$ cat config.mk
export PLATFORM = sky130hd
export DESIGN_NAME = cscan_store_ram
export DESIGN_NICKNAME = d
export VERILOG_FILES = /design/src/rtl/assert_macros.svh /design/src/rtl/cscan_pkg.sv /design/src/rtl/cscan_store_ram.sv
export SDC_FILE = /design/constraint.sdc
export NUM_CORES = 1
export LEC_CHECK = 0
export BUFFER_PORTS_ARGS = -buffer_cell sky130_fd_sc_hd__buf_4
export CORE_UTILIZATION = 45
export CTS_CLUSTER_SIZE = 10
export DETAILED_ROUTE_END_ITERATION = 16
export HOLD_SLACK_MARGIN = 0.03
export PLACE_DENSITY = 0.64
export SLEW_MARGIN = 10
export SYNTH_ARGS = -nofsm -noshare
export SYNTH_HDL_FRONTEND = slang
export SYNTH_SLANG_ARGS = --single-unit
export TNS_END_PERCENT = 100
$ cat constraint.sdc
create_clock -name clk -period 5.6 [get_ports clk]
set_input_delay 1.12 -clock clk [delete_from_list [all_inputs] [get_ports clk]]
set_output_delay 1.12 -clock clk [all_outputs]
set_load 0.05 [all_outputs]
$ cat src/rtl/assert_macros.svh
// Assertion macros for the scheduler RTL.
`ifndef ASSERT_MACROS_SVH
`define ASSERT_MACROS_SVH
`ifndef SYNTH
`define ASSERT_ALWAYS(lbl, ck, rn, expr) \
    lbl: assert property (@(posedge ck) disable iff (!rn) (expr)) \
        else $error("assertion failed: invariant violated");
`define ASSERT_IMPLIES(lbl, ck, rn, ante, cons) \
    lbl: assert property (@(posedge ck) disable iff (!rn) (ante) |-> (cons)) \
        else $error("assertion failed: same-cycle implication violated");
`define ASSERT_NEXT(lbl, ck, rn, ante, cons) \
    lbl: assert property (@(posedge ck) disable iff (!rn) (ante) |=> (cons)) \
        else $error("assertion failed: next-cycle implication violated");
`else
`define ASSERT_ALWAYS(lbl, ck, rn, expr)
`define ASSERT_IMPLIES(lbl, ck, rn, ante, cons)
`define ASSERT_NEXT(lbl, ck, rn, ante, cons)
`endif
`endif

$ cat src/rtl/cscan_pkg.sv
// Shared constants and types of the C-SCAN disk scheduler.
`timescale 1ns / 1ps
package cscan_pkg;

    localparam int MAX_REQUESTS = 32;
    localparam int TRACK_BITS   = 16;
    localparam int ADDR_W       = $clog2(MAX_REQUESTS);
    localparam int CNT_W        = $clog2(MAX_REQUESTS + 1);
    localparam int SEEK_W       = 22;
    localparam int DISK_W       = TRACK_BITS + 1;
    localparam int CFG_W        = DISK_W;
    localparam int CFG_IDX_W    = 1;

    localparam logic [CFG_IDX_W-1:0] CFG_START_HEAD  = 1'b0;
    localparam logic [CFG_IDX_W-1:0] CFG_DISK_TRACKS = 1'b1;

    localparam logic [SEEK_W-1:0] SEEK_MAX  = {SEEK_W{1'b1}};
    localparam logic [DISK_W-1:0] DISK_FULL = DISK_W'(1) << TRACK_BITS;

    typedef logic [TRACK_BITS-1:0] track_t;

    typedef struct packed {
        logic              we;
        logic [ADDR_W-1:0] waddr;
        track_t            wdata;
        logic              re;
        logic [ADDR_W-1:0] raddr;
    } ram_req_t;

endpackage

$ cat src/rtl/cscan_store_ram.sv
// Request store: one write port, one registered read port.
`timescale 1ns / 1ps
module cscan_store_ram import cscan_pkg::*;
(
    input  logic     clk,
    input  ram_req_t ram_req,
    output track_t   rdata
);

    track_t store_mem [MAX_REQUESTS];
    track_t rdata_reg;

    always_ff @(posedge clk)
    begin
        if (ram_req.we)
        begin
            store_mem[ram_req.waddr] <= ram_req.wdata;
        end
        if (ram_req.re)
        begin
            rdata_reg <= store_mem[ram_req.raddr];
        end
    end

    assign rdata = rdata_reg;

endmodule

==> metrics list <==
- Worst VDD drop: 0.000301 V
- After clock tree synthesis, the flow added hold-fix buffers numbering 0.
- Setup violations remaining at the end of the flow were counted as 0.
* Class of the worst hold path: reg2reg
- Fill cells in the final layout number 3667.
- Synthesis produced a netlist with a net count of 1172.
- Post-synthesis compound-gate area fraction: 4.93%
- CTS placed an instance of sky130_fd_sc_hd__clkbuf_16 at the clock tree root.
* Total via count in the routed design: 10600
* Adder-cell area share of the yosys netlist: 0%
- Number of warning messages in the yosys log: 0
* Cells after Synth: 1143
- After global routing the overflow that remains totals 0.
- The library cell used most frequently in the layout, excluding fill and tap cells, is sky130_fd_sc_hd__edfxtp_1.
- The worst setup path is of the in2reg kind.
- Design area: 23100 µm²
- #FFs+latches synth: 528
- Dividing total power by cell area gives a power density of 353 nW/µm².
- Critical path endpoint category: flop
- Entering global routing, the biggest net connects 102 pins.
* Final weighted congestion in routability-driven placement: 0.866
- Wires add up to 47800 µm.
- Top fanout value on the critical path: 101
- The tool flagged a number of max-cap violations equal to 0.
- Aggregate global-route resource usage: 20.6%
- After the last flow step, the layout net total stands at 1250.
* Maximum single-stage delay on the critical path: 0.68 ns
* Count of pins on the block boundary: 45
- Via count of the first global-routing pass: 10300
* Average instance area after synthesis: 18.1 µm²
- # DRC: 0
- CTS saw 528 sinks.
- Max Clk Rate: 335 MHz
- For this design the total switching power over the nets is 0.00176 W.
- The share of total power dissipated in the clock network is 40.1%.
* Commonest cells after routing, fill and taps aside: 528 x sky130_fd_sc_hd__edfxtp_1, 256 x sky130_fd_sc_hd__mux2i_1, 80 x sky130_fd_sc_hd__buf_4
- 1st-pass router iterations: 5
- The smallest clock period supported by the final layout is computed as 2.98 ns.
* Combinational cell fraction of total power: 5.6%
* 1st-iter DRT viols: 1076
* Transition time at the pin with the least slew margin: 1.27 ns
- Initial antenna violation count: 0
* Crit-path slowest cell: sky130_fd_sc_hd__buf_8
- After floorplanning, the core was divided into 78 placement rows.
* Number of library cell types mapped by synthesis: 25
* # diodes: 0
* Fraction of final layout cells sized beyond drive strength 1: 12.6%
- The hold violation total from the final report was 0.
- Mapped cell area: 20700 µm²
- For the final routed database, the setup TNS stands at 0 ns.
* Data arrival time at the worst-slack endpoint: 3.30 ns
- Fin worst setup slack: 2.62 ns
* Die extent in x: 216 µm
* Clock-pin slew on the worst setup and hold paths: 0.06 ns
- Cell type group with the largest total delay on the critical path: buffers and inverters
- Register cell area after layout: 15900 µm²
- Wire length of the first global-routing pass: 69300 µm
- The register with the most flip-flops in the layout has 512 of them.
- Dpl cell area: 21600 µm²
* Reg power frac: 54.2%
* Clock Skew: 0.0207 ns
* Place WS: 2.06 ns
- Standby leakage power: 8.02 nW
- Multiplexer share of the synthesized area: 12.4%
- Sequential element share of the synthesized area: 76.6%
- At the later pin of the worst-skew pair, clock insertion delay measures 0.62 ns.
- In the final routed layout, each cell accounts on average for 26.1 µm.
- The multi-input combinational cells in the finished layout cover a total of 4320 µm².
* Power Internal: 0.00642 W
- The detail route stage leaves a number of antenna-violating nets equal to 0.
- The die covers 46900 µm².
- STA classifies the critical path startpoint as an input pin.
* Switching power as a share of total power: 21.5%
- In this run, CTS created clock tree buffers numbering 59.
* Relative max-transition margin: 15.0%
- Xor-xnor portion of the synthesized cell area: 0%
* DP HPWL: 27000 µm
- Compared with the post-synthesis result, the final layout area differs by 11.8%.
- Once the floorplan was initialized, standard cells occupied 45.6% of the core.
- The run finished with clean final reports.
- Traced cell by cell, the critical path runs through buf_8, buf_12, mux2i_1, a22oi_1, nand4_1, nand3_1.
- Placeable core area: 45400 µm²
- The total count of max-transition violations in the final report came to 0.
- Post-Route Utilization: 51.0%
* # Post-CTS Setup Buffers: 0
- Buffers placed on the I/O ports in this run total 44.
- Crit path buffers/inverters: 2
* Share of the clock period used by the worst path: 53.2%
- Largest family of logic cells by synthesized area: multiplexers
* Htree depth: 2
- After Yosys synthesis, and, or, nand and nor cells account for 3.46% of the synthesized area.
* Number of vias per cell: 5.78
- Setup repair after global routing missed its margin: no
- At the worst endpoint, the required time is 5.92 ns.
* Maximum buffer depth of the clock tree: 3
* Cts repair resizes: 0
* Die Ht: 216 µm
- Clock tree from TritonCTS: yes
- Final Power: 0.00818 W
[cells in the mapped netlist]
library cell	number	area [µm²]
sky130_fd_sc_hd__nand4_1	16	100
sky130_fd_sc_hd__and2_1	1	6.26
sky130_fd_sc_hd__a22oi_1	64	480
sky130_fd_sc_hd__nand3_1	34	170
sky130_fd_sc_hd__a22o_1	32	280
sky130_fd_sc_hd__a31oi_1	16	100
sky130_fd_sc_hd__nand3b_1	5	37.5
sky130_fd_sc_hd__buf_6	6	67.6
sky130_fd_sc_hd__or3b_2	3	26.3
sky130_fd_sc_hd__nor2b_1	2	12.5
sky130_fd_sc_hd__nand2b_1	2	12.5
sky130_fd_sc_hd__clkbuf_1	12	45.0
sky130_fd_sc_hd__nand2_1	33	124
sky130_fd_sc_hd__buf_12	5	100
sky130_fd_sc_hd__nor2_1	33	124
sky130_fd_sc_hd__or2_1	1	6.26
sky130_fd_sc_hd__nor3_1	16	80.1
sky130_fd_sc_hd__buf_2	19	95.1
sky130_fd_sc_hd__buf_4	19	143
sky130_fd_sc_hd__edfxtp_1	528	15900
sky130_fd_sc_hd__nor2_4	1	11.3
sky130_fd_sc_hd__buf_8	6	90.1
sky130_fd_sc_hd__mux2i_1	256	2560
sky130_fd_sc_hd__or3_1	1	6.26
sky130_fd_sc_hd__a21oi_1	32	160
[power by group through the flow]
stage / Clock, W / Sequential [W] / Combinational [W]
detailed placement: 0 / 0.00451 / 0.000464
floorplan: 0 / 0.00455 / 0.000247
CTS: 0.00334 / 0.00443 / 0.000465
finish: 0.00328 / 0.00443 / 0.000462
global route: 0.00348 / 0.00443 / 0.000492
global placement: 0 / 0.00451 / 0.000458
[worst paths after layout]
| check | start | endpoint | slack, ns | cells past startpoint |
|---|---|---|---|---|
| worst max-delay path | ram_req[0] | rdata[4] | 2.62 | 6 |
| worst min-delay path | store_mem[17][9] | rdata[9] | 0.66 | 4 |
| worst max register to register | store_mem[1][0] | rdata[0] | 3.91 | 5 |
| worst min register to register | store_mem[17][9] | rdata[9] | 0.66 | 4 |
[through the flow]
step,std cells,hold WS (ns)
3_5_place_dp,1760,0.659
4_1_cts,1827,0.658
5_1_grt,1827,0.715
3_3_place_gp,1760,0.649
2_1_floorplan,1143,0.629
6_report,1827,0.663
[layout make-up]
type | count | share of cell area (%)
flip-flops and latches | 528 | 68.5
repair buffers | 84 | 2.92
multi-input cells | 548 | 18.6
well taps | 600 | 3.24
clock inverters | 6 | 0.281
clock buffers | 61 | 6.41
[tightest hold or removal path: cells and delay by family (launching register included)]
| family | cells | cell delay, ns |
|---|---|---|
| multiplexers | 1 | 0.06 |
| AND/OR/NAND/NOR | 2 | 0.12 |
| AO/OA/AOI/OAI | 1 | 0.06 |
| flip-flops | 1 | 0.32 |
[per-layer routing]
metal	global-route usage, %	part of all wire, %	vias to the layer above
met5	0	0	-
met4	6.38	2.4	0
met3	4.00	8.1	74
met2	31.4	46	423
met1	29.9	44	5358
li1	-	-	4700
[cells by family after synthesis]
| kind of cell | Yosys count |
|---|---|
| flops | 528 |
| mux | 256 |
| buf+inv | 67 |
| simple gates | 148 |
| compound gates | 144 |
Power figures use the tool's default switching activity.
